[config.mk]
export PLATFORM = sky130hd
export DESIGN_NAME = csem_ram
export DESIGN_NICKNAME = d
export VERILOG_FILES = /design/src/rtl/core/csem_ram.sv
export SDC_FILE = /design/constraint.sdc
export NUM_CORES = 1
export LEC_CHECK = 0
export BUFFER_PORTS_ARGS = -buffer_cell sky130_fd_sc_hd__buf_2
export CAP_MARGIN = 5
export CORE_AREA = 3 3 98 100
export DETAILED_ROUTE_END_ITERATION = 8
export DIE_AREA = 0 0 101 103
export GPL_TIMING_DRIVEN = 0
export PLACE_DENSITY = 0.77
export SYNTH_ARGS = -nofsm -noshare
export SYNTH_HDL_FRONTEND = slang
export SYNTH_SLANG_ARGS = --single-unit
[constraint.sdc]
create_clock -name clock -period 2.9 [get_ports clock]
set_input_delay 0.435 -clock clock [delete_from_list [all_inputs] [get_ports clock]]
set_output_delay 0.435 -clock clock [all_outputs]
set_load 0.01 [all_outputs]
[src/rtl/core/csem_ram.sv]
// Generic simple dual-port RAM: one write port, one read port, registered read.
// No dependencies.
module csem_ram #(
   parameter int WIDTH = 8,
   parameter int DEPTH = 16,
   localparam int AW = (DEPTH > 1) ? $clog2(DEPTH) : 1
) (
   input  logic             clock,
   input  logic             wr_en,
   input  logic [AW-1:0]    wr_addr,
   input  logic [WIDTH-1:0] wr_data,
   input  logic             rd_en,
   input  logic [AW-1:0]    rd_addr,
   output logic [WIDTH-1:0] rd_data
);

   logic [WIDTH-1:0] mem_ff [DEPTH];
   logic [WIDTH-1:0] rd_data_ff;

   always_ff @(posedge clock) begin
      if (wr_en) begin
         mem_ff[wr_addr] <= wr_data;
      end
      if (rd_en) begin
         rd_data_ff <= mem_ff[rd_addr];
      end
   end

   assign rd_data = rd_data_ff;

endmodule

# Word-level counts from Yosys, hierarchy flattened
# Memories as Yosys holds them, arrays and structs flattened. A register that Yosys moved wholly into a read port is not among the register bits.
# Index checks and enable logic that the tools add are counted.
dict set report classes {
  n_mux 2
}
# cell count
set ops {}
lappend ops {{1-bit two-way mux} 2}
dict set report totals {
  mem_count 1
  ramBits 128
  elab_cells 3
  reg_bits 0
  in_bits 19
  out_inout_bits 8
}
# name words word_bits rd rd_ports_with_merged_regs wr line
set mem_list {}
lappend mem_list {mem_ff 16 8 1 1 1 17} ;# logic [WIDTH-1:0] mem_ff [DEPTH];

# Logic depth before layout (Yosys ltp)
# Gate-level depths: netlist (run 1).
dict set report depth {
  word_depth 2
  mapped_depth 5
  ltp_nobuf 3
}

# Least setup slack after synthesis (run 1)
# No wires, ideal clock.
dict set report synth_path {
  path_kind {input -> register}
  from {input wr_addr[2]}
  to {memory mem_ff[0][0], enable pin}
  path_slack_ns 0.972
  stages 2
  arrival_time_ns 1.545
  n_path_buf 0
  path_cell_list {or3b_2 nor3_1}
}
# element line
set synth_rtl {}
lappend synth_rtl {{start: declaration} 10} ;# input logic [AW-1:0] wr_addr,
lappend synth_rtl {{end: declaration} 17}
# Straight into the memory's write port.

# Worst setup path in the final report (run 1)
dict set report layout_path {
  from {input wr_addr[3]}
  to {memory mem_ff[4][6], enable pin}
}
# Straight into the memory's write port.

==> results of run 1 <==
-- area by class of cell --
class,instances,area (sq um),share of cell area (%)
multi-input combinational,83,1060,17.4
clock buffer,19,422,6.94
timing repair buffer,27,138,2.27
tap,108,135,2.22
clock inverter,13,154,2.53
buffer,10,86.3,1.42
sequential,136,4080,67.2
-- power by group through the flow --
stage | clock [uW] | combinational, uW | sequential (uW)
floorplan | 0 | 112 | 2270
global placement | 0 | 201 | 2260
detailed placement | 0 | 209 | 2270
CTS | 2090 | 211 | 2230
global route | 2170 | 227 | 2230
finish | 2060 | 210 | 2230
-- per-layer routing --
| metal | vias to the layer above | share of wire [%] |
|---|---|---|
| met5 | - | 0 |
| met4 | 0 | 2.0 |
| met3 | 14 | 9.9 |
| met2 | 116 | 48 |
| met1 | 1273 | 40 |
| li1 | 1081 | - |
-- registers in the layout, indices dropped and copies added (netlist names) --
register and count:
mem_ff 128, rd_data 8
-- cells in the mapped netlist --
| cell type | n | area share (%) |
|---|---|---|
| a22oi_1 | 16 | 2.3 |
| and2_1 | 1 | 0.12 |
| and2b_1 | 1 | 0.14 |
| buf_2 | 3 | 0.29 |
| buf_4 | 1 | 0.14 |
| buf_6 | 3 | 0.65 |
| clkdlybuf4s25_2 | 3 | 0.57 |
| edfxtp_1 | 136 | 78 |
| mux4_1 | 14 | 7.0 |
| mux4_2 | 18 | 7.8 |
| nand2_1 | 9 | 0.65 |
| nand2b_1 | 2 | 0.24 |
| nand3_1 | 1 | 0.096 |
| nand3b_1 | 2 | 0.29 |
| nor2_1 | 13 | 0.93 |
| nor2b_1 | 1 | 0.12 |
| nor3_1 | 4 | 0.38 |
| or3b_2 | 1 | 0.17 |
-- path summary, 6_finish.rpt --
kind | cells after the start | endpoint | slack (ns) | startpoint
worst max-delay path | 3 | mem_ff[4][6] | 1.31 | wr_addr[3]
worst min-delay path | 1 | rd_data[5] | 0.26 | rd_en
worst max register to register | 3 | rd_data[0] | 1.31 | mem_ff[5][0]
worst min register to register | 3 | rd_data[1] | 0.77 | mem_ff[9][1]
-- cell families (layout without fill, tap and decap cells) --
family | count (synthesis) | after routing | synth area share (%)
AO/OA/AOI/OAI | 16 | 16 | 2.30
flip-flops | 136 | 136 | 78.1
multiplexers | 32 | 32 | 14.8
buffers and inverters | 10 | 69 | 1.65
AND/OR/NAND/NOR | 35 | 35 | 3.14
-- stage by stage --
step | setup slack, ns | std cells | hold WS, ns | utilization (%)
2_1_floorplan | 0.972 | 229 | 0.534 | -
3_3_place_gp | 0.438 | 362 | 0.729 | 62.6
3_5_place_dp | 0.378 | 362 | 0.754 | 62.6
4_1_cts | 0.919 | 394 | 0.239 | 69.2
5_1_grt | 1.15 | 396 | 0.254 | 69.3
6_report | 1.31 | 396 | 0.264 | 69.3
-- worst register-to-register path: stages (launching register included) --
cell and delay, ns:
edfxtp_1 0.35, mux4_1 0.55, a22oi_1 0.30, nand2_1 0.13
==> summary.md, run 1 <==
| Metric | Value |
|---|---|
| RSZ-0062 raised after global routing | `false` |
| Cts bufs inserted | `17` |
| Syn. warnings | `0` |
| Number of antenna diodes | `0` |
| Met1 Use GR | `29.1%` |
| Post-synth cell types | `18` |
| Drt pass-1 iters | `4` |
| Final Total Pwr | `4490 uW` |
| Layout cell share with drive strength beyond 1 | `29.5%` |
| # hold bufs at CTS | `0` |
| IO Port Bufs | `25` |
| Grt total ovfl | `0` |
| Most common cell after layout, fill and taps aside | `edfxtp_1` |
| Sequential share of power | `49.6%` |
| Post-CTS Setup Inserts | `0` |
| PostCTS Resize Cnt | `0` |
| Crit path time final | `1.59 ns` |
| Rel. slew slack | `19.6%` |
| Crit Path Max Fanout | `8` |
| Outcome | `complete, no violations` |
| CTS tree | `done` |
| Final setup violation count | `0` |
| Clock-pin slew on the worst setup and hold paths | `0.06 ns` |
| Max Clock Freq | `627 MHz` |
| Avg Vias per Cell | `6.27` |
| Worst Tran Pin Value | `1.20 ns` |
| Post-synth net total | `248` |
| Clock Sinks | `136` |
| Largest net degree at the start of global routing | `17` |
| WS Path Type | `input port to register` |
| First-pass GRT wire length | `15100 microns` |
| Net Sw Frac | `19.8%` |
| FILL cells | `512` |
| Clock buffer depth | `2` |
| Design Area, Final | `6080 sq um` |
| Drt wl/cell | `25.0 microns` |
| Met2 Track Usage GR | `32.4%` |
| Post-synthesis sequential area ratio | `78.1%` |
| Leakage | `0.00204 uW` |
| Vias in the first global route | `2588` |
| Area after DPL | `5490 sq um` |
| Cells after synthesis | `229` |
| DR iter-0 viols | `308` |
| Syn avg cell area | `22.8 sq um` |
| Tot GR Track Use | `21.4%` |
| Net Switching | `890 uW` |
| Die Span Y | `103 microns` |
| Total wire length after detailed routing | `9900 microns` |
| Delay-heaviest family, CP | `simple AND/OR/NAND/NOR gates` |
| Crit start category | `input port` |
| Final Hold Fails | `0` |
| Die ar. | `10400 sq um` |
| Comb pwr share | `4.7%` |
| I/O pins | `27` |
| Worst path bufs/invs | `1` |
| Final Skew | `0.00727 ns` |
| Mapped Area | `5230 sq um` |
| Worst Path Required | `3.02 ns` |
| CP arrival | `1.72 ns` |
| Initial core utilization | `59.7%` |
| MaxCap Viol Count | `0` |
| Seq cells post-synth | `136` |
| Core area | `8760 sq um` |
| DP HPWL | `6040 microns` |
| Max-slew violation count | `0` |
| DRC | `0` |
| Die Wd | `101 microns` |
| Antenna Nets Post-Route | `0` |
| GRT Max-Usage Layer | `met2` |
| Root Buffer | `clkbuf_8` |
| Grt met3 use | `7.04%` |
| Vias post-DR | `2484` |
| Int Pwr | `3600 uW` |
| CP Cell Sequence | `buf_2 -> nand3b_1 -> nor3_1` |
| P per Cell Area | `739 nW/um^2` |
| Setup TNS Final | `0 ns` |
| Initial antenna violation count | `0` |
| Max stage delay cell, worst path | `nor3_1` |
| Final worst path period share | `55.0%` |
| CTS H-tree depth | `4` |
| Area Overhead vs Synth | `16.2%` |
| Worst Hold Class | `input port to register` |
| RePlAce Congestion | `0.698` |
| Later-pin clock latency in the skew report | `0.51 ns` |
| Worst Setup End Kind | `register` |
| Most frequent cells in the layout | `edfxtp_1, buf_2, mux4_2` |
| Clock Power Share | `45.8%` |
| Critical Path Max Stage Delay | `0.93 ns` |
| Row count | `34` |
| VDD IR max | `0.553 mV` |
| # nets final | `294` |
(Power assumes the default switching activity.)
==> run 2, diff against run 1 <==
- ABC_AREA: unset -> 1
- CORE_AREA: 3 3 98 100 -> 3 3 103 105
- DIE_AREA: 0 0 101 103 -> 0 0 106 108
- clock period: 2.9 -> 1.55 ns (I/O delays scaled with it)
==> summary.md, run 2 <==
| Metric | Value |
|---|---|
| Initial antenna violation count | `0` |
| Worst Tran Pin Value | `0.939 ns` |
| Setup TNS Final | `0 ns` |
| Number of synthesized flops with an enable pin | `136` |
| Drt pass-1 iters | `5` |
| Post-synthesis sequential area ratio | `69.8%` |
| Crit Path Max Fanout | `1` |
| Final Skew | `0.00400 ns` |
| Crit start category | `register` |
| Ys async rst share | `0%` |
| Post-CTS Setup Inserts | `0` |
| Clock Sinks | `136` |
| Worst path bufs/invs | `1` |
| Hold Path Origin | `rd_en` |
| CP Cell Sequence | `buf_2` |
| RSZ-0062 raised after global routing | `false` |
| Critical Path Max Stage Delay | `0.36 ns` |
| DP HPWL | `8700 microns` |
| Reg-to-reg setup timing slack | `0.38 ns` |
| Min Hold Slack | `0.0498 ns` |
| Cts bufs inserted | `17` |
| Cells after synthesis | `551` |
| PostCTS Resize Cnt | `0` |
| Largest net degree at the start of global routing | `17` |
| Outcome | `complete, no violations` |
| Vias in the first global route | `3976` |
| Post-synth top area cell | `edfxtp_1` |
| Rel. slew slack | `37.1%` |
| Final worst path period share | `81.7%` |
| RePlAce Congestion | `0.873` |
| Post-Place Cells | `707` |
| Worst Setup End Kind | `output port` |
| Comb pwr share | `6.0%` |
| Post-synth net total | `570` |
| Vias post-DR | `4012` |
| IO Port Bufs | `23` |
| Area after DPL | `6130 sq um` |
| Max Clock Freq | `790 MHz` |
| First-pass GRT wire length | `21100 microns` |
| Finished Layout Cells | `739` |
| Layout cell share with drive strength beyond 1 | `12.4%` |
| Die Wd | `106 microns` |
| # nets final | `612` |
| MaxCap Viol Count | `0` |
| Antenna Nets Post-Route | `0` |
| Max stage delay cell, worst path | `edfxtp_1` |
| Most area-consuming cells after synthesis | `edfxtp_1, nand2_1, nand3_1` |
| Initial core utilization | `60.1%` |
| WS Path Type | `register to output port` |
| CP arrival | `1.03 ns` |
| Net Sw Frac | `20.9%` |
| Syn. warnings | `0` |
| Core area | `9730 sq um` |
| Hold endpoint | `rd_data[7]` |
| Final setup violation count | `0` |
| Int Pwr | `7060 uW` |
| Grt total ovfl | `0` |
| CTS tree | `done` |
| # hold bufs at CTS | `0` |
| DRC | `0` |
| Design Area, Final | `6750 sq um` |
| Later-pin clock latency in the skew report | `0.53 ns` |
| VDD IR max | `1.01 mV` |
| Number of antenna diodes | `0` |
| Row count | `36` |
| Worst setup path startpoint | `rd_data[0]` |
| Largest register FFs | `128` |
| Avg Vias per Cell | `5.43` |
| Main synth FF type | `edfxtp_1` |
| Clock-pin slew on the worst setup and hold paths | `0.06 ns` |
| DR iter-0 viols | `370` |
| Max-slew violation count | `0` |
| Sequential share of power | `46.7%` |
| Die Span Y | `108 microns` |
| Syn avg cell area | `10.6 sq um` |
| Worst Hold Class | `input port to register` |
| Mapped Area | `5850 sq um` |
| Post-synth cell types | `11` |
| Drt wl/cell | `18.6 microns` |
| I/O pins | `27` |
| Most common cell after layout, fill and taps aside | `nand2_1` |
| Post-synth top cells | `nand2_1, edfxtp_1, inv_1` |
| Final Hold Fails | `0` |
| Leakage | `0.00292 uW` |
| FILL cells | `701` |
| Most frequent cells in the layout | `nand2_1, edfxtp_1, inv_1` |
| Seq cells post-synth | `136` |
| Die ar. | `11400 sq um` |
| Top reg by flops | `mem_ff` |
| Area share of the largest cell type after synthesis | `69.8%` |
| Crit path time final | `1.27 ns` |
| Setup WS pre-CTS | `-0.181 ns` |
| Clock Power Share | `47.4%` |
| Delay-heaviest family, CP | `flip-flops` |
| Min-Delay Path Depth | `1` |
| Clock buffer depth | `2` |
| Worst Path Required | `1.32 ns` |
| FF-to-FF End | `rd_data[2]` |
| Tot GR Track Use | `25.7%` |
| P per Cell Area | `1320 nW/um^2` |
| Crit path depth | `1` |
| Root Buffer | `clkbuf_8` |
| Net Switching | `1860 uW` |
| Total wire length after detailed routing | `13700 microns` |
| R2R depth | `6` |
| RR Startpoint | `mem_ff[11][2]` |
| CTS H-tree depth | `4` |
| Most frequent cell after synthesis | `nand2_1` |
| Setup ws final | `0.284 ns` |
| Area Overhead vs Synth | `15.5%` |
==> run 2: cell count changes in the layout (fill, tap and decap cells not counted), sizes merged, moves of 3 or more <==
cell	delta
nand3	+96
inv	+101
nor3	-4
buf	+14
a22oi	-16
clkdlybuf4s25	-3
mux4	-32
nor2	+4
nand2	+164
==> run 2: final cells by class <==
class | instances | area, sq um | area share [%]
Multi-Input combinational cell | 289 | 1210 | 18.0
Buffer | 24 | 166 | 2.46
Clock inverter | 13 | 203 | 3.00
Timing Repair Buffer | 23 | 115 | 1.70
Sequential cell | 136 | 4080 | 60.5
Tap cell | 133 | 166 | 2.46
Clock buffer | 19 | 422 | 6.24
Inverter | 102 | 383 | 5.67
==> run 2: cells by family (layout without fill, tap and decap cells) <==
| logic type | after synthesis | count (layout) | synth area share [%] |
|---|---|---|---|
| buffers and inverters | 126 | 181 | 9.39 |
| flip-flops | 136 | 136 | 69.8 |
| AND/OR/NAND/NOR | 289 | 289 | 20.8 |
==> run 2: how the worst max path moves through the flow <==
stage | slack, ns | end
finish | 0.28 | rd_data[0]
global route | 0.24 | rd_data[0]
CTS | 0.27 | rd_data[0]
detailed placement | -0.18 | mem_ff[6][1]
global placement | -0.12 | mem_ff[5][7]
floorplan | 0.37 | mem_ff[10][0]
==> run 2: routing by layer <==
metal | track usage [%] | vias up | routed length [microns]
met5 | 0 | - | 0
met4 | 12.6 | 0 | 440
met3 | 5.91 | 39 | 1500
met2 | 40.6 | 270 | 6460
met1 | 34.2 | 1836 | 5340
li1 | - | 1867 | -
==> run 2: through the flow <==
| stage | utilization, % | power [uW] |
|---|---|---|
| 2_1_floorplan | - | 4540 |
| 3_3_place_gp | 63.0 | 4750 |
| 3_5_place_dp | 63.0 | 4760 |
| 4_1_cts | 69.4 | 8940 |
| 5_1_grt | 69.4 | 9160 |
| 6_report | 69.4 | 8920 |
==> run 2: power by group through the flow <==
stage,clock [uW],combinational (uW),sequential [uW]
floorplan,0,290,4250
global placement,0,511,4240
detailed placement,0,523,4240
CTS,4250,530,4160
global route,4410,581,4170
finish,4220,534,4160
