**config.mk**
```make
export PLATFORM = sky130hd
export DESIGN_NAME = csem_ctrl
export DESIGN_NICKNAME = d
export VERILOG_FILES = /design/src/rtl/core/csem_pkg.sv /design/src/rtl/core/csem_ctrl.sv
export SDC_FILE = /design/constraint.sdc
export NUM_CORES = 1
export LEC_CHECK = 0
export BUFFER_PORTS_ARGS = -buffer_cell sky130_fd_sc_hd__buf_2
export CAP_MARGIN = 10
export CORE_MARGIN = 2
export CORE_UTILIZATION = 40
export CTS_BUF_LIST = sky130_fd_sc_hd__clkbuf_16
export DETAILED_ROUTE_END_ITERATION = 12
export PLACE_DENSITY = 0.62
export SLEW_MARGIN = 10
export SYNTH_ARGS = -nofsm -noshare
export SYNTH_HDL_FRONTEND = slang
export SYNTH_SLANG_ARGS = --single-unit
```
**constraint.sdc**
```tcl
create_clock -name clock -period 6 [get_ports clock]
set_clock_uncertainty 0.15 [all_clocks]
set_input_delay 0 -clock clock [delete_from_list [all_inputs] [get_ports clock]]
set_output_delay 0 -clock clock [all_outputs]
set_load 0.02 [all_outputs]
```
**src/rtl/core/csem_pkg.sv**
```systemverilog
// Shared types and constants for the counting semaphore table.
// Depends on nothing; imported by csem_ctrl, counting_semaphore_table and the testbench.
package csem_pkg;

   localparam int NUM_SEMS_DEF    = 16;
   localparam int QUEUE_DEPTH_DEF = 16;

   typedef enum logic [2:0] {
      MODE_OPEN     = 3'd0,
      MODE_OPEN_NEW = 3'd1,
      MODE_CLOSE    = 3'd2,
      MODE_POST     = 3'd3,
      MODE_WAIT     = 3'd4,
      MODE_PURGE    = 3'd5
   } mode_type;

   typedef enum logic [1:0] {
      ST_OK       = 2'd0,
      ST_FULL     = 2'd1,
      ST_NOTFOUND = 2'd2,
      ST_QFULL    = 2'd3
   } status_type;

   typedef struct packed {
      logic [2:0]  mode;
      logic [15:0] sem_id;
      logic [31:0] init_value;
      logic [15:0] proc_id;
   } req_type;

   typedef struct packed {
      status_type  status;
      logic        granted;
      logic        blocked;
      logic        woken_valid;
      logic [15:0] woken_proc;
      logic [15:0] assigned_id;
   } rsp_type;

endpackage

```
**src/rtl/core/csem_ctrl.sv**
```systemverilog
// Command sequencer and datapath of the semaphore table: slot scan, open/close, id pick,
// post/wait update and purge compaction. Depends on csem_pkg; drives two csem_ram.
module csem_ctrl
   import csem_pkg::*;
#(
   parameter int NUM_SEMS    = NUM_SEMS_DEF,
   parameter int QUEUE_DEPTH = QUEUE_DEPTH_DEF,
   localparam int SW = (NUM_SEMS > 1) ? $clog2(NUM_SEMS) : 1,
   localparam int QW = (QUEUE_DEPTH > 1) ? $clog2(QUEUE_DEPTH) : 1,
   localparam int LW = $clog2(QUEUE_DEPTH + 1),
   localparam int CW = $clog2(NUM_SEMS + 1),
   localparam int AW = (NUM_SEMS * QUEUE_DEPTH > 1) ? $clog2(NUM_SEMS * QUEUE_DEPTH) : 1,
   localparam int EW = 48 + QW + LW
) (
   input  logic          clock,
   input  logic          reset,
   input  logic          req_valid,
   output logic          req_ready,
   input  req_type       req_payload,
   output logic          rsp_valid,
   input  logic          rsp_ready,
   output rsp_type       rsp_payload,
   output logic          slot_wr_en,
   output logic [SW-1:0] slot_wr_addr,
   output logic [EW-1:0] slot_wr_data,
   output logic          slot_rd_en,
   output logic [SW-1:0] slot_rd_addr,
   input  logic [EW-1:0] slot_rd_data,
   output logic          ws_wr_en,
   output logic [AW-1:0] ws_wr_addr,
   output logic [15:0]   ws_wr_data,
   output logic          ws_rd_en,
   output logic [AW-1:0] ws_rd_addr,
   input  logic [15:0]   ws_rd_data
);

   typedef enum logic [3:0] {
      S_IDLE, S_SCAN, S_EXEC, S_CAND, S_WRD,
      S_PSLOT, S_PENT, S_PRD, S_PWR, S_RESP
   } state_type;

   state_type     state_ff, state_in;
   req_type       cmd_ff, cmd_in;
   rsp_type       res_ff, res_in;
   rsp_type       rsp_ff, rsp_in;
   logic          rsp_valid_ff, rsp_valid_in;
   logic [NUM_SEMS-1:0] used_ff, used_in;
   logic [NUM_SEMS-1:0] taken_ff, taken_in;
   logic [CW-1:0] scan_idx_ff, scan_idx_in;
   logic          p_vld_ff, p_vld_in;
   logic [SW-1:0] p_idx_ff, p_idx_in;
   logic          found_ff, found_in;
   logic [SW-1:0] found_slot_ff, found_slot_in;
   logic          free_ok_ff, free_ok_in;
   logic [SW-1:0] free_slot_ff, free_slot_in;
   logic [EW-1:0] ent_ff, ent_in;
   logic [CW-1:0] cand_ff, cand_in;
   logic [CW-1:0] ps_ff, ps_in;
   logic [LW-1:0] pi_ff, pi_in;
   logic [LW-1:0] pn_ff, pn_in;

   logic [15:0]   rd_ident;
   logic [15:0]   ent_ident;
   logic [31:0]   ent_count;
   logic [QW-1:0] ent_head;
   logic [LW-1:0] ent_len;

   // entry layout: {ident, count, head, len}
   assign rd_ident  = slot_rd_data[EW-1 -: 16];
   assign ent_ident = ent_ff[EW-1 -: 16];
   assign ent_count = ent_ff[LW+QW +: 32];
   assign ent_head  = ent_ff[LW +: QW];
   assign ent_len   = ent_ff[LW-1:0];

   // sum of two in-range values, wrapped once into the ring
   function automatic logic [QW-1:0] qwrap(input logic [LW:0] sum);
      logic [LW:0] r;
      r = (sum >= (LW+1)'(QUEUE_DEPTH)) ? sum - (LW+1)'(QUEUE_DEPTH) : sum;
      return r[QW-1:0];
   endfunction

   function automatic logic [AW-1:0] ws_addr(input logic [SW-1:0] slot,
                                             input logic [QW-1:0] ptr);
      return AW'(slot) * AW'(QUEUE_DEPTH) + AW'(ptr);
   endfunction

   always_comb begin
      logic hit;
      hit           = 1'b0;
      state_in      = state_ff;
      cmd_in        = cmd_ff;
      res_in        = res_ff;
      rsp_in        = rsp_ff;
      rsp_valid_in  = rsp_valid_ff && !rsp_ready;
      used_in       = used_ff;
      taken_in      = taken_ff;
      scan_idx_in   = scan_idx_ff;
      p_vld_in      = 1'b0;
      p_idx_in      = p_idx_ff;
      found_in      = found_ff;
      found_slot_in = found_slot_ff;
      free_ok_in    = free_ok_ff;
      free_slot_in  = free_slot_ff;
      ent_in        = ent_ff;
      cand_in       = cand_ff;
      ps_in         = ps_ff;
      pi_in         = pi_ff;
      pn_in         = pn_ff;
      slot_wr_en    = 1'b0;
      slot_wr_addr  = '0;
      slot_wr_data  = '0;
      slot_rd_en    = 1'b0;
      slot_rd_addr  = '0;
      ws_wr_en      = 1'b0;
      ws_wr_addr    = '0;
      ws_wr_data    = '0;
      ws_rd_en      = 1'b0;
      ws_rd_addr    = '0;

      unique case (state_ff)
         S_IDLE: begin
            if (req_valid) begin
               cmd_in      = req_payload;
               res_in      = '0;
               scan_idx_in = '0;
               found_in    = 1'b0;
               free_ok_in  = 1'b0;
               taken_in    = '0;
               ps_in       = '0;
               if (req_payload.mode == MODE_PURGE) begin
                  state_in = S_PSLOT;
               end else if (req_payload.mode == MODE_OPEN ||
                            req_payload.mode == MODE_OPEN_NEW ||
                            req_payload.mode == MODE_CLOSE ||
                            req_payload.mode == MODE_POST ||
                            req_payload.mode == MODE_WAIT) begin
                  state_in = S_SCAN;
               end else begin
                  state_in = S_RESP;
               end
            end
         end

         S_SCAN: begin
            // issue one slot read per cycle, check it the cycle after
            if (scan_idx_ff < CW'(NUM_SEMS)) begin
               slot_rd_en   = 1'b1;
               slot_rd_addr = scan_idx_ff[SW-1:0];
               scan_idx_in  = scan_idx_ff + CW'(1);
               p_vld_in     = 1'b1;
               p_idx_in     = scan_idx_ff[SW-1:0];
            end
            if (p_vld_ff) begin
               hit = used_ff[p_idx_ff] && (rd_ident == cmd_ff.sem_id);
               if (hit && !found_ff) begin
                  found_in      = 1'b1;
                  found_slot_in = p_idx_ff;
                  ent_in        = slot_rd_data;
               end
               if (!used_ff[p_idx_ff] && !free_ok_ff) begin
                  free_ok_in   = 1'b1;
                  free_slot_in = p_idx_ff;
               end
               if (used_ff[p_idx_ff] && rd_ident < 16'(NUM_SEMS)) begin
                  taken_in[rd_ident[SW-1:0]] = 1'b1;
               end
               if (p_idx_ff == SW'(NUM_SEMS - 1) ||
                   (hit && cmd_ff.mode != MODE_OPEN_NEW)) begin
                  state_in = S_EXEC;
                  p_vld_in = 1'b0;
               end
            end
         end

         S_EXEC: begin
            state_in = S_RESP;
            unique case (cmd_ff.mode)
               MODE_OPEN: begin
                  if (!found_ff) begin
                     if (!free_ok_ff) begin
                        res_in.status = ST_FULL;
                     end else begin
                        slot_wr_en            = 1'b1;
                        slot_wr_addr          = free_slot_ff;
                        slot_wr_data          = {cmd_ff.sem_id, cmd_ff.init_value,
                                                 {QW{1'b0}}, {LW{1'b0}}};
                        used_in[free_slot_ff] = 1'b1;
                     end
                  end
               end
               MODE_OPEN_NEW: begin
                  if (!free_ok_ff) begin
                     res_in.status = ST_FULL;
                  end else begin
                     cand_in  = CW'(1);
                     state_in = S_CAND;
                  end
               end
               MODE_CLOSE: begin
                  if (found_ff) begin
                     used_in[found_slot_ff] = 1'b0;
                  end else begin
                     res_in.status = ST_NOTFOUND;
                  end
               end
               MODE_POST: begin
                  if (!found_ff) begin
                     res_in.status = ST_NOTFOUND;
                  end else if (ent_len != '0) begin
                     ws_rd_en   = 1'b1;
                     ws_rd_addr = ws_addr(found_slot_ff, ent_head);
                     state_in   = S_WRD;
                  end else if (ent_count != '1) begin
                     slot_wr_en   = 1'b1;
                     slot_wr_addr = found_slot_ff;
                     slot_wr_data = {ent_ident, ent_count + 32'd1, ent_head, ent_len};
                  end
               end
               MODE_WAIT: begin
                  if (!found_ff) begin
                     res_in.status = ST_NOTFOUND;
                  end else if (ent_count != '0) begin
                     slot_wr_en     = 1'b1;
                     slot_wr_addr   = found_slot_ff;
                     slot_wr_data   = {ent_ident, ent_count - 32'd1, ent_head, ent_len};
                     res_in.granted = 1'b1;
                  end else if (ent_len == LW'(QUEUE_DEPTH)) begin
                     res_in.status = ST_QFULL;
                  end else begin
                     ws_wr_en       = 1'b1;
                     ws_wr_addr     = ws_addr(found_slot_ff,
                                      qwrap((LW+1)'(ent_head) + (LW+1)'(ent_len)));
                     ws_wr_data     = cmd_ff.proc_id;
                     slot_wr_en     = 1'b1;
                     slot_wr_addr   = found_slot_ff;
                     slot_wr_data   = {ent_ident, ent_count, ent_head, ent_len + LW'(1)};
                     res_in.blocked = 1'b1;
                  end
               end
               default: begin
               end
            endcase
         end

         S_CAND: begin
            // lowest id from 1 not named by any used slot; NUM_SEMS is taken unchecked if all below are named
            if (cand_ff < CW'(NUM_SEMS) && taken_ff[cand_ff[SW-1:0]]) begin
               cand_in = cand_ff + CW'(1);
            end else begin
               slot_wr_en            = 1'b1;
               slot_wr_addr          = free_slot_ff;
               slot_wr_data          = {16'(cand_ff), cmd_ff.init_value,
                                        {QW{1'b0}}, {LW{1'b0}}};
               used_in[free_slot_ff] = 1'b1;
               res_in.assigned_id    = 16'(cand_ff);
               state_in              = S_RESP;
            end
         end

         S_WRD: begin
            res_in.woken_valid = 1'b1;
            res_in.woken_proc  = ws_rd_data;
            slot_wr_en         = 1'b1;
            slot_wr_addr       = found_slot_ff;
            slot_wr_data       = {ent_ident, ent_count,
                                  qwrap((LW+1)'(ent_head) + (LW+1)'(1)),
                                  ent_len - LW'(1)};
            state_in           = S_RESP;
         end

         S_PSLOT: begin
            if (ps_ff == CW'(NUM_SEMS)) begin
               state_in = S_RESP;
            end else if (used_ff[ps_ff[SW-1:0]]) begin
               slot_rd_en   = 1'b1;
               slot_rd_addr = ps_ff[SW-1:0];
               state_in     = S_PENT;
            end else begin
               ps_in = ps_ff + CW'(1);
            end
         end

         S_PENT: begin
            ent_in   = slot_rd_data;
            pi_in    = '0;
            pn_in    = '0;
            state_in = S_PRD;
         end

         S_PRD: begin
            if (pi_ff == ent_len) begin
               slot_wr_en   = 1'b1;
               slot_wr_addr = ps_ff[SW-1:0];
               slot_wr_data = {ent_ident, ent_count, ent_head, pn_ff};
               ps_in        = ps_ff + CW'(1);
               state_in     = S_PSLOT;
            end else begin
               ws_rd_en   = 1'b1;
               ws_rd_addr = ws_addr(ps_ff[SW-1:0],
                                    qwrap((LW+1)'(ent_head) + (LW+1)'(pi_ff)));
               state_in   = S_PWR;
            end
         end

         S_PWR: begin
            // keepers slide down; write slot never passes the read slot
            if (ws_rd_data != cmd_ff.proc_id) begin
               ws_wr_en   = 1'b1;
               ws_wr_addr = ws_addr(ps_ff[SW-1:0],
                                    qwrap((LW+1)'(ent_head) + (LW+1)'(pn_ff)));
               ws_wr_data = ws_rd_data;
               pn_in      = pn_ff + LW'(1);
            end
            pi_in    = pi_ff + LW'(1);
            state_in = S_PRD;
         end

         S_RESP: begin
            if (!rsp_valid_ff || rsp_ready) begin
               rsp_valid_in = 1'b1;
               rsp_in       = res_ff;
               state_in     = S_IDLE;
            end
         end

         default: begin
            state_in = S_IDLE;
         end
      endcase
   end

   always_ff @(posedge clock) begin
      cmd_ff        <= cmd_in;
      res_ff        <= res_in;
      rsp_ff        <= rsp_in;
      taken_ff      <= taken_in;
      scan_idx_ff   <= scan_idx_in;
      p_idx_ff      <= p_idx_in;
      found_ff      <= found_in;
      found_slot_ff <= found_slot_in;
      free_ok_ff    <= free_ok_in;
      free_slot_ff  <= free_slot_in;
      ent_ff        <= ent_in;
      cand_ff       <= cand_in;
      ps_ff         <= ps_in;
      pi_ff         <= pi_in;
      pn_ff         <= pn_in;
      if (reset) begin
         state_ff     <= S_IDLE;
         rsp_valid_ff <= 1'b0;
         used_ff      <= '0;
         p_vld_ff     <= 1'b0;
      end else begin
         state_ff     <= state_in;
         rsp_valid_ff <= rsp_valid_in;
         used_ff      <= used_in;
         p_vld_ff     <= p_vld_in;
      end
   end

   assign req_ready   = (state_ff == S_IDLE);
   assign rsp_valid   = rsp_valid_ff;
   assign rsp_payload = rsp_ff;

endmodule

```
[After elaboration in Yosys (flattened, before gate mapping)]
Cells that the tools add are included.
Operators by class
  add/sub/neg operators: 21
  order comparisons: 16
  eq/ne operators: 56
  muxes and demuxes: 157
  bitwise logic cells: 5
  reduce and logical (&&, ||, !) cells: 57
Operator list (count)
  2-to-1 mux 57 bit: 11
  case mux 57 bit (4 select lines): 1
  2-to-1 mux 16 bit: 13
  case mux 57 bit (3 select lines): 1
  case mux 16 bit (2 select lines): 5
  2-to-1 mux 4 bit: 30
  case mux 57 bit (2 select lines): 1
  2-to-1 mux 8 bit: 9
  2-to-1 mux 46 bit: 1
  2-to-1 mux 5 bit: 9
  case mux 5 bit (2 select lines): 4
  2-to-1 mux 1 bit: 39
  inequality test 2 bit, second input constant: 19
  2-to-1 mux 37 bit: 1
  case mux 4 bit (9 select lines): 1
  case mux 17 bit (2 select lines): 1
  adder 32 x 1 -> 32 bit, second input constant: 1
  adder 8 x 4 -> 8 bit: 4
  inequality test 32 bit, second input constant: 1
  OR 16 bit: 2
  case mux 8 bit (2 select lines): 2
  nonzero test 32 bit: 1
  subtractor 32 x 1 -> 32 bit, second input constant: 1
  adder 5 x 1 -> 5 bit, second input constant: 6
  other kinds (55): 148
Word-level totals
  register bits after elaboration: 275
  input port bits: 144
  output and inout port bits: 140
  logic and storage cells: 344

[Logic depth before layout (Yosys ltp)]
Gate-level depths: netlist of the first run.
  depth after elaboration: 9
  depth in mapped cells: 11
  mapped depth without buffers: 8

[Worst setup path before layout of the first run]
OpenSTA, ideal clock, no wires.
  path kind: reg2reg
  start: reg state_ff[0]
  end: reg ent_ff[0] (enable)
  setup time: 0.424 ns
  arrival: 3.379 ns
  data required time: 5.426 ns
  path slack: 2.046 ns
  stages on the path, launching flop included: 9
  path buffers: 2
  clock period less this slack: 3.954 ns
  cell sequence: dfxtp_1 -> clkbuf_1 -> nor2b_1 -> clkbuf_1 -> nand2_1 -> inv_1 -> nand2_1 -> nor4_1 -> nand2b_1
On the way
  longest elaborated chain between the ends: 3
  elaborated cells on any way between the ends: 6
  classes of those cells: 4 x eq/ne; 2 x reduce/logical
Ends and longest elaborated chain
  start, declared: RTL line csem_ctrl.sv:42  | state_type state_ff, state_in;
  start signal, assigned: RTL line csem_ctrl.sv:354  | state_ff <= state_in;
  equality test 4 x 1 -> 1 bit or equality test 4 x 3 -> 1 bit (tied branches): RTL line csem_ctrl.sv:120  | unique case (state_ff)
  inequality test 2 bit (no line) or nonzero test 2 bit (tied branches)
  AND reduction 3 bit (no line) *
  end signal, assigned: RTL line csem_ctrl.sv:343  | ent_ff <= ent_in;
  end, declared: RTL line csem_ctrl.sv:56  | logic [EW-1:0] ent_ff, ent_in;
Mark *: on every way between the ends. The rest lies on a longest branch, timed or not.
A chain may end at the register's enable or synchronous reset.

[Worst setup path in the final report of the first run]
  start: reg state_ff[1]
  end: out ws_wr_addr[2]
On the way
  longest elaborated chain between the ends: 2
  elaborated cells on any way between the ends: 3
  classes of those cells: 2 x eq/ne; 1 x mux
Ends and longest elaborated chain
  equality test 4 bit or equality test 4 x 2 -> 1 bit (tied branches): RTL line csem_ctrl.sv:120
  case mux 8 bit (2 select lines) *: RTL line csem_ctrl.sv:120
  end, declared: RTL line csem_ctrl.sv:30  | output logic [AW-1:0] ws_wr_addr,
Marks and branches as above.

==> impl_metrics.csv, run 1 <==
group,metric,value,unit
sta,fin_crit_sh,0.794,
sta,fin_setup_tns,0,ps
final_layout,fin_util,0.538,
logic_synthesis,avgSynthCellArea,11.0,sq um
clock_network,clock-root-buffer,"clkbuf_16",
worst_setup_path,ff2ff_setup_slack,1490,ps
sta,setup_viol,0,
worst_setup_path,r2r-end,"ent_ff[39]",
final_layout,antennaDiodeCount,0,
power_and_ir_drop,peakVddDrop,275,uV
worst_setup_path,required,5850,ps
final_layout,nFillCells,2962,
placement,port_buffers,272,
logic_synthesis,synth.area.mux_share,0.0264,
floorplan,dieHeight,190,microns
clock_network,cts.sinks,253,
global_route,track_usage,0.240,
route,routedWlPerCell,20.7,microns
logic_synthesis,synth.lib_cells_used.distinct,85,
route,drtAntennaViolNets,0,
worst_setup_path,critical_path_arrival,4610,ps
logic_synthesis,synth_xor_area_frac,0.0573,
min_path,hold_depth,2,
logic_synthesis,synth_compound_area_frac,0.149,
worst_setup_path,crit_type,"reg -> out",
logic_synthesis,ys_seq_area_frac,0.530,
worst_setup_path,crit_slowest_cell,"nor3_4",
job,cap_violations,0,
sta,drv_slew,0,
logic_synthesis,synthFlopType,"edfxtp_1",
floorplan,fp.dieW,190,microns
route,wirelength,44900,microns
final_layout,nNetsFinal,1858,
sta,fin_crit,4760,ps
placement,hpwl,31100,microns
worst_setup_path,r2r_start,"state_ff[0]",
floorplan,initial_core_util,0.405,
logic_synthesis,synthSimpleGateAreaFrac,0.172,
route,drc,0,
worst_setup_path,rr_worst_depth,7,
route,drt_iter0_drc,1107,
logic_synthesis,yosys_warnings,0,
route,via_count,12400,
clock_network,cts_buffers,29,
logic_synthesis,netlist_area,0.0139,sq mm
worst_setup_path,cp_max_fo,25,
logic_synthesis,synth_edf_count,231,
min_path,worstHoldEndpoint,"cmd_ff[17]",
final_layout,syn_to_final_growth,33.1,%
floorplan,rows,68,
clock_network,clockBufferDepth,3,
power_and_ir_drop,power_density,333,mW/mm^2
clock_network,clk_pin_slew_worst_paths,60,ps
worst_setup_path,slowest_delay,1210,ps
logic_synthesis,synth_seq_cells,253,
final_layout,drive_above_1_share,0.215,
placement,placed_area,0.0156,sq mm
clock_network,cts_setup_buffers,0,
sta,hold_slack,15.3,ps
min_path,min_from,"req_payload[17]",
final_layout,seq_area,0.00738,sq mm
sta,hold_violations,0,
clock_network,holdBufCountCts,199,
global_route,grt_antenna_before_repair,0,
clock_network,cts_resized,0,
sta,timing.fmax,210,MHz
clock_network,htreeDepth,1,
floorplan,ios,284,
worst_setup_path,startpoint_type,"flip-flop",
worst_setup_path,path_common_cell,"inv_1",
sta,slew-limit-headroom,0.179,
logic_synthesis,synthAdderAreaFrac,0.0223,
min_path,hold_class,"in -> reg",
route,vias_per_cell,5.72,
logic_synthesis,synth_top_family_by_area,"simple AND/OR/NAND/NOR gates",
route,drt-pass1-iter-count,6,
run_status,run_status,"finished, final reports clean",
global_route,grt_overflow_total,0,
global_route,grt_max_degree,38,
clock_network,tritoncts,"built",
floorplan,fp.coreArea,0.0344,sq mm
global_route,grt_pass1_vias,11900,
final_layout,multi_input_area,0.00599,sq mm
worst_setup_path,path_cells,"nor2b_1 > nand2_1 > inv_1 > nand3_1 > nor3_4 > inv_1 > o22ai_1 > buf_2",
floorplan,dieArea,0.0363,sq mm
placement,gp_congestion,0.936,
sta,rsz0062_at_grt,"no",
final_layout,stdcell_area,0.0185,sq mm
clock_network,clock_latency,550,ps
power_and_ir_drop,leakage,7.16,nW
sta,worst_slew_pin_slew,1230,ps
worst_setup_path,end_kind,"primary output",
logic_synthesis,syn_inst,1262,
global_route,grt_pass1_wl,67800,microns
logic_synthesis,async_flop_share,0,
==> logic make-up (layout without fill, tap and decap cells) <==
| kind of cell | count (synthesis) | count (layout) |
|---|---|---|
| flops | 253 | 253 |
| xor+xnor | 91 | 91 |
| other cells | 1 | 11 |
| buf+inv | 136 | 578 |
| mux | 26 | 26 |
| simple gates | 448 | 448 |
| fa+ha+maj | 23 | 23 |
| compound gates | 284 | 284 |
==> worst max path at each step <==
stage / start / end / slack, ps / cells past startpoint
2_1_floorplan: state_ff[0] / ent_ff[0] / 2050 / 8
3_3_place_gp: state_ff[0] / ent_ff[39] / 1740 / 7
3_5_place_dp: state_ff[0] / ent_ff[40] / 1530 / 7
4_1_cts: state_ff[1] / ws_wr_addr[2] / 1300 / 8
5_1_grt: state_ff[1] / ws_wr_addr[1] / 1010 / 8
6_report: state_ff[1] / ws_wr_addr[2] / 1240 / 8
==> critical path, delay by kind of cell, from the launching register on <==
| kind | cells | cell delay [ps] |
|---|---|---|
| simple gates | 4 | 2470 |
| buf+inv | 3 | 710 |
| flops | 1 | 590 |
| compound gates | 1 | 270 |
==> metal layers <==
metal	wire length (microns)	global-route usage	share of wire
met3	3880	0.0377	0.086
met5	0	0	0
met1	18500	0.317	0.41
met2	20900	0.400	0.47
met4	1600	0.0874	0.036
==> flip-flops by register name, summed over array words and instances (netlist names), 4 cells and up <==
signal	count
rsp_payload	26
cand_ff	5
pn_ff	5
used_ff	16
res_ff	26
pi_ff	5
ent_ff	57
taken_ff	16
found_slot_ff	4
state_ff	4
ps_ff	5
p_idx_ff	4
cmd_ff	67
scan_idx_ff	5
free_slot_ff	4
==> through the flow <==
stage	std cells	setup WS [ps]	power, W
floorplan	1272	2050	0.00371
global placement	1916	1740	0.00427
detailed placement	1916	1530	0.00430
CTS	2169	1300	0.00618
global route	2169	1010	0.00645
finish	2169	1240	0.00616
==> placed cells by master, fill, tap and decap left out, types with 32 or more instances in the layout <==
cell           Yosys  final
buf_2             19    272
edfxtp_1         231    231
dlygate4sd3_1      0    199
nor2_1            93     93
nand2_1           71     71
nand3_1           56     56
xnor2_1           47     47
o21ai_0           47     47
xor2_1            44     44
a22o_1            41     41
a21oi_1           39     38
inv_1             34     36
and3_1            32     32
==> where the power goes <==
group          switching [W]  internal [W]
Clock               0.000721       0.00105
Sequential          0.000307       0.00245
Combinational        0.00102      0.000605
==> Yosys cell counts (5+ instances only) <==
cell      count  area, sq um
and3_1       32          200
o211ai_1     15          113
and4_1        6         52.6
and2_1       13         81.3
inv_1        34          128
edfxtp_1    231         6940
a211oi_1      5         37.5
or4_1         8         60.1
dfxtp_1      22          440
o21ai_0      47          235
or2_2         7         43.8
clkbuf_1     63          236
mux2i_1      12          120
nor2_1       93          349
a211o_1       5         43.8
nor3b_1       5         37.5
nand3_1      56          280
nor3_1       31          155
nand2b_1      9         56.3
buf_2        19         95.1
a22o_1       41          359
nand3b_1     11         82.6
nand2_1      71          267
a221oi_1      7         61.3
a21o_1        5         37.5
ha_1         20          250
a221o_1      28          280
nor2b_1      22          138
a31oi_1      26          163
buf_4        14          105
o31ai_1       7         52.6
nor4_1       27          169
mux2_2        6         67.6
a21oi_1      39          195
or3_1         7         43.8
xnor2_1      47          412
o22ai_1       8         50.1
mux4_2        8          180
xor2_1       44          385
a22oi_1       5         37.5
nand4_1      31          194
==> layout make-up <==
| class | instances | area share |
|---|---|---|
| Inverter | 36 | 0.00730 |
| Multi-Input combinational cell | 883 | 0.324 |
| Clock buffer | 29 | 0.0392 |
| Timing Repair Buffer | 488 | 0.188 |
| Tap cell | 455 | 0.0308 |
| Sequential cell | 253 | 0.399 |
| Clock inverter | 25 | 0.0123 |
(Power assumes the default switching activity.)
==> run 2: changes to the inputs <==
--- a/config.mk
+++ b/config.mk
@@ -5,13 +5,14 @@
 export SDC_FILE = /design/constraint.sdc
 export NUM_CORES = 1
 export LEC_CHECK = 0
+export ABC_AREA = 1
 export BUFFER_PORTS_ARGS = -buffer_cell sky130_fd_sc_hd__buf_2
 export CAP_MARGIN = 10
 export CORE_MARGIN = 2
 export CORE_UTILIZATION = 40
 export CTS_BUF_LIST = sky130_fd_sc_hd__clkbuf_16
 export DETAILED_ROUTE_END_ITERATION = 12
-export PLACE_DENSITY = 0.62
+export PLACE_DENSITY = 0.64
 export SLEW_MARGIN = 10
 export SYNTH_ARGS = -nofsm -noshare
 export SYNTH_HDL_FRONTEND = slang
==> constraint.sdc (replaced) <==
create_clock -name clock -period 4.2 [get_ports clock]
set_clock_uncertainty 0.15 [all_clocks]
set_input_delay 0 -clock clock [delete_from_list [all_inputs] [get_ports clock]]
set_output_delay 0 -clock clock [all_outputs]
set_load 0.02 [all_outputs]
==> run 2 against run 1 <==
Net effect: setup slack got worse by 700 ps; clock-buffer cell count is the same; power up 55%; sequential power grew 44%; global-route usage is 3.8 points higher; critical path depth increased by 6; combinational power increased by 84%; critical path type unchanged; critical endpoint is now slot_wr_data[25]; largest cell class unchanged; largest power group unchanged.
==> impl_metrics.csv, run 2 <==
group,metric,value,unit
route,drt_iter0_drc,1347,
worst_setup_path,r2r-end,"ent_ff[30]",
route,drtAntennaViolNets,0,
final_layout,nNetsFinal,2540,
placement,placed_area,0.0170,sq mm
power_and_ir_drop,power_switching,0.00356,W
final_layout,mostFrequentLayoutCells,"465 x nand2_1, 272 x buf_2, 256 x nor2_1",
power_and_ir_drop,p_sw_frac,0.373,
placement,port_buffers,272,
logic_synthesis,synth_xor_area_frac,0.0355,
logic_synthesis,synth_most_common_cell,"nand2_1",
global_route,grt_max_degree,58,
sta,drv_slew,0,
clock_network,htreeDepth,1,
min_path,hold_class,"in -> reg",
sta,fin_crit,3660,ps
clock_network,clk_pin_slew_worst_paths,60,ps
final_layout,stdcell_area,0.0203,sq mm
final_layout,largest_register,"cmd_ff",
global_route,grt_pass1_wl,83900,microns
clock_network,cts_resized,0,
power_and_ir_drop,peakVddDrop,365,uV
route,drt-pass1-iter-count,6,
logic_synthesis,synth.area.mux_share,0,
logic_synthesis,yosys_warnings,0,
final_layout,layout_commonest_cell,"nand2_1",
worst_setup_path,path_common_cell,"nand2_1",
clock_network,cts.sinks,253,
route,routedWlPerCell,19.6,microns
sta,fin_crit_sh,0.872,
worst_setup_path,end_kind,"primary output",
sta,fin_setup_tns,0,ps
final_layout,syn_to_final_growth,33.0,%
floorplan,rows,71,
sta,rsz0062_at_grt,"no",
logic_synthesis,synth_compound_area_frac,0.0878,
worst_setup_path,ff2ff_setup_slack,1030,ps
power_and_ir_drop,power_density,470,mW/mm^2
logic_synthesis,synthSimpleGateAreaFrac,0.288,
logic_synthesis,yosys.area.top_type,"edfxtp_1",
logic_synthesis,netlist_top_cells_area,"edfxtp_1 45%, nand2_1 11%, nor2_1 6.3%",
worst_setup_path,crit_type,"reg -> out",
clock_network,tritoncts,"built",
worst_setup_path,crit_slowest_cell,"nor2_2",
logic_synthesis,synth_edf_count,231,
power_and_ir_drop,pwr-share-seq,0.416,
logic_synthesis,ys_seq_area_frac,0.482,
final_layout,largest_register_ffs,67,
worst_setup_path,rr_worst_depth,8,
power_and_ir_drop,intPower,0.00599,W
route,wirelength,56900,microns
final_layout,drive_above_1_share,0.170,
global_route,grt_pass1_vias,14700,
floorplan,dieHeight,200,microns
sta,worst_slew_pin_slew,1180,ps
floorplan,ios,284,
clock_network,cts_setup_buffers,0,
power_and_ir_drop,power.share.clock,0.270,
logic_synthesis,synthAdderAreaFrac,0.0203,
logic_synthesis,async_flop_share,0,
final_layout,nFillCells,3488,
sta,slew-limit-headroom,0.213,
route,via_count,15300,
global_route,track_usage,0.278,
logic_synthesis,synth.lib_cells_used.distinct,54,
logic_synthesis,netlist_area,0.0153,sq mm
logic_synthesis,avgSynthCellArea,8.13,sq um
worst_setup_path,worstSetupPathDepth,14,
floorplan,initial_core_util,0.406,
logic_synthesis,synth_top_family_by_area,"simple AND/OR/NAND/NOR gates",
floorplan,dieArea,0.0398,sq mm
final_layout,antennaDiodeCount,0,
global_route,grt_overflow_total,0,
clock_network,clock_latency,580,ps
worst_setup_path,crit_family,"simple AND/OR/NAND/NOR gates",
route,vias_per_cell,5.28,
worst_setup_path,startpoint,"ent_ff[0]",
clock_network,clockBufferDepth,3,
placement,hpwl,40000,microns
power_and_ir_drop,p_comb_frac,0.314,
global_route,grt_antenna_before_repair,2,
floorplan,fp.dieW,200,microns
worst_setup_path,cp_max_fo,12,
worst_setup_path,crit_path_end,"slot_wr_data[25]",
clock_network,cts_buffers,29,
worst_setup_path,crit_buf_inv,5,
sta,setup_viol,0,
sta,timing.fmax,273,MHz
worst_setup_path,startpoint_type,"flip-flop",
route,drc,0,
worst_setup_path,critical_path_arrival,3510,ps
logic_synthesis,synth_top_area_frac,0.454,
logic_synthesis,syn_inst,1880,
final_layout,largestRegisters,"cmd_ff: 67 flops, ent_ff: 57 flops",
worst_setup_path,slowest_delay,650,ps
placement,gp_congestion,0.980,
worst_setup_path,r2r_start,"state_ff[0]",
worst_setup_path,path_cells,"inv_1 > ha_1 > inv_1 > nor3_2 > nand2_1 > inv_1 > nand2_1 > nor2_2 > buf_4 > nand2_1 > nand2_1 > nand2_1 > nand2_1 > buf_2",
logic_synthesis,synthTopCellsByCount,"465 x nand2_1, 257 x nor2_1, 231 x edfxtp_1",
worst_setup_path,required,4050,ps
run_status,run_status,"finished, final reports clean",
job,cap_violations,0,
clock_network,clock-root-buffer,"clkbuf_16",
floorplan,fp.coreArea,0.0377,sq mm
sta,hold_violations,0,
logic_synthesis,synth_seq_cells,253,
sta,hold_slack,5.94,ps
power_and_ir_drop,leakage,8.92,nW
logic_synthesis,synthFlopType,"edfxtp_1",
run 2: cell types whose count changed in the layout (fill, tap and decap cells not counted), sizes merged, moves of 27 or more:
cell	delta
a221o	-28
nor2	+193
and3	-32
nand3	+92
nand2	+407
a22o	-41
xnor2	-27
o21ai	+39
a21oi	+39
dlygate4sd3	+35
inv	+200
run 2: stage by stage:
step | util | cells | setup slack (ps) | power (W)
2_1_floorplan | - | 1890 | 12.2 | 0.00577
3_3_place_gp | 0.453 | 2619 | 1100 | 0.00675
3_5_place_dp | 0.453 | 2619 | 1060 | 0.00678
4_1_cts | 0.540 | 2905 | 580 | 0.00954
5_1_grt | 0.540 | 2905 | 289 | 0.0100
6_report | 0.540 | 2905 | 537 | 0.00955
run 2: routing by layer:
layer | track usage | part of all wire | vias to the layer above
li1 | - | - | 7239
met1 | 0.370 | 0.42 | 7148
met2 | 0.446 | 0.45 | 821
met3 | 0.0579 | 0.093 | 121
met4 | 0.102 | 0.037 | 4
met5 | 0 | 0.00040 | -
run 2: final cells by class:
class                   count  area (sq um)  area share
multi-input cells        1332          6660       0.327
clock buffers              29           726      0.0357
flip-flops and latches    253          7380       0.363
inverters                 237           892      0.0439
well taps                 511           639      0.0314
clock inverters            23           226      0.0111
repair buffers            520          3820       0.188
run 2: logic make-up (layout without fill, tap and decap cells):
logic type | count (synthesis) | in the layout
adder cells (fa/ha/maj) | 23 | 23
flip-flops | 253 | 253
buffers and inverters | 305 | 809
other | 1 | 11
AO/OA/AOI/OAI | 234 | 234
XOR/XNOR | 62 | 62
AND/OR/NAND/NOR | 1002 | 1002
run 2: how the worst min path moves through the flow:
stage	from	end	slack, ps	cells after the start
after floorplan	reset	rsp_valid	-80	1
after global routing	req_payload[45]	cmd_ff[45]	8	2
after global placement	reset	rsp_valid	20	2
after CTS	req_payload[12]	cmd_ff[12]	0.3	2
after detailed placement	req_payload[32]	cmd_ff[32]	30	1
final	req_payload[21]	cmd_ff[21]	6	2
run 2: power by group through the flow:
stage	clock (W)	sequential, W	combinational [W]
2_1_floorplan	0	0.00384	0.00193
3_3_place_gp	0	0.00398	0.00276
3_5_place_dp	0	0.00399	0.00279
4_1_cts	0.00261	0.00395	0.00297
5_1_grt	0.00271	0.00403	0.00329
6_report	0.00258	0.00397	0.00300
run 2: worst register-to-register path, stage by stage, from the launching register on:
cell and delay [ps]:
dfxtp_1 330, inv_1 100, nor2_1 220, inv_1 110, nor2_4 200, inv_1 390, nor3_1 740, or2_2 250
buf_12 310
run 2: what timing repair did:
item                       4_1_cts  5_1_grt
setup endpoints to repair        0        0
hold endpoints to repair       202        0
hold buffers                   234        0
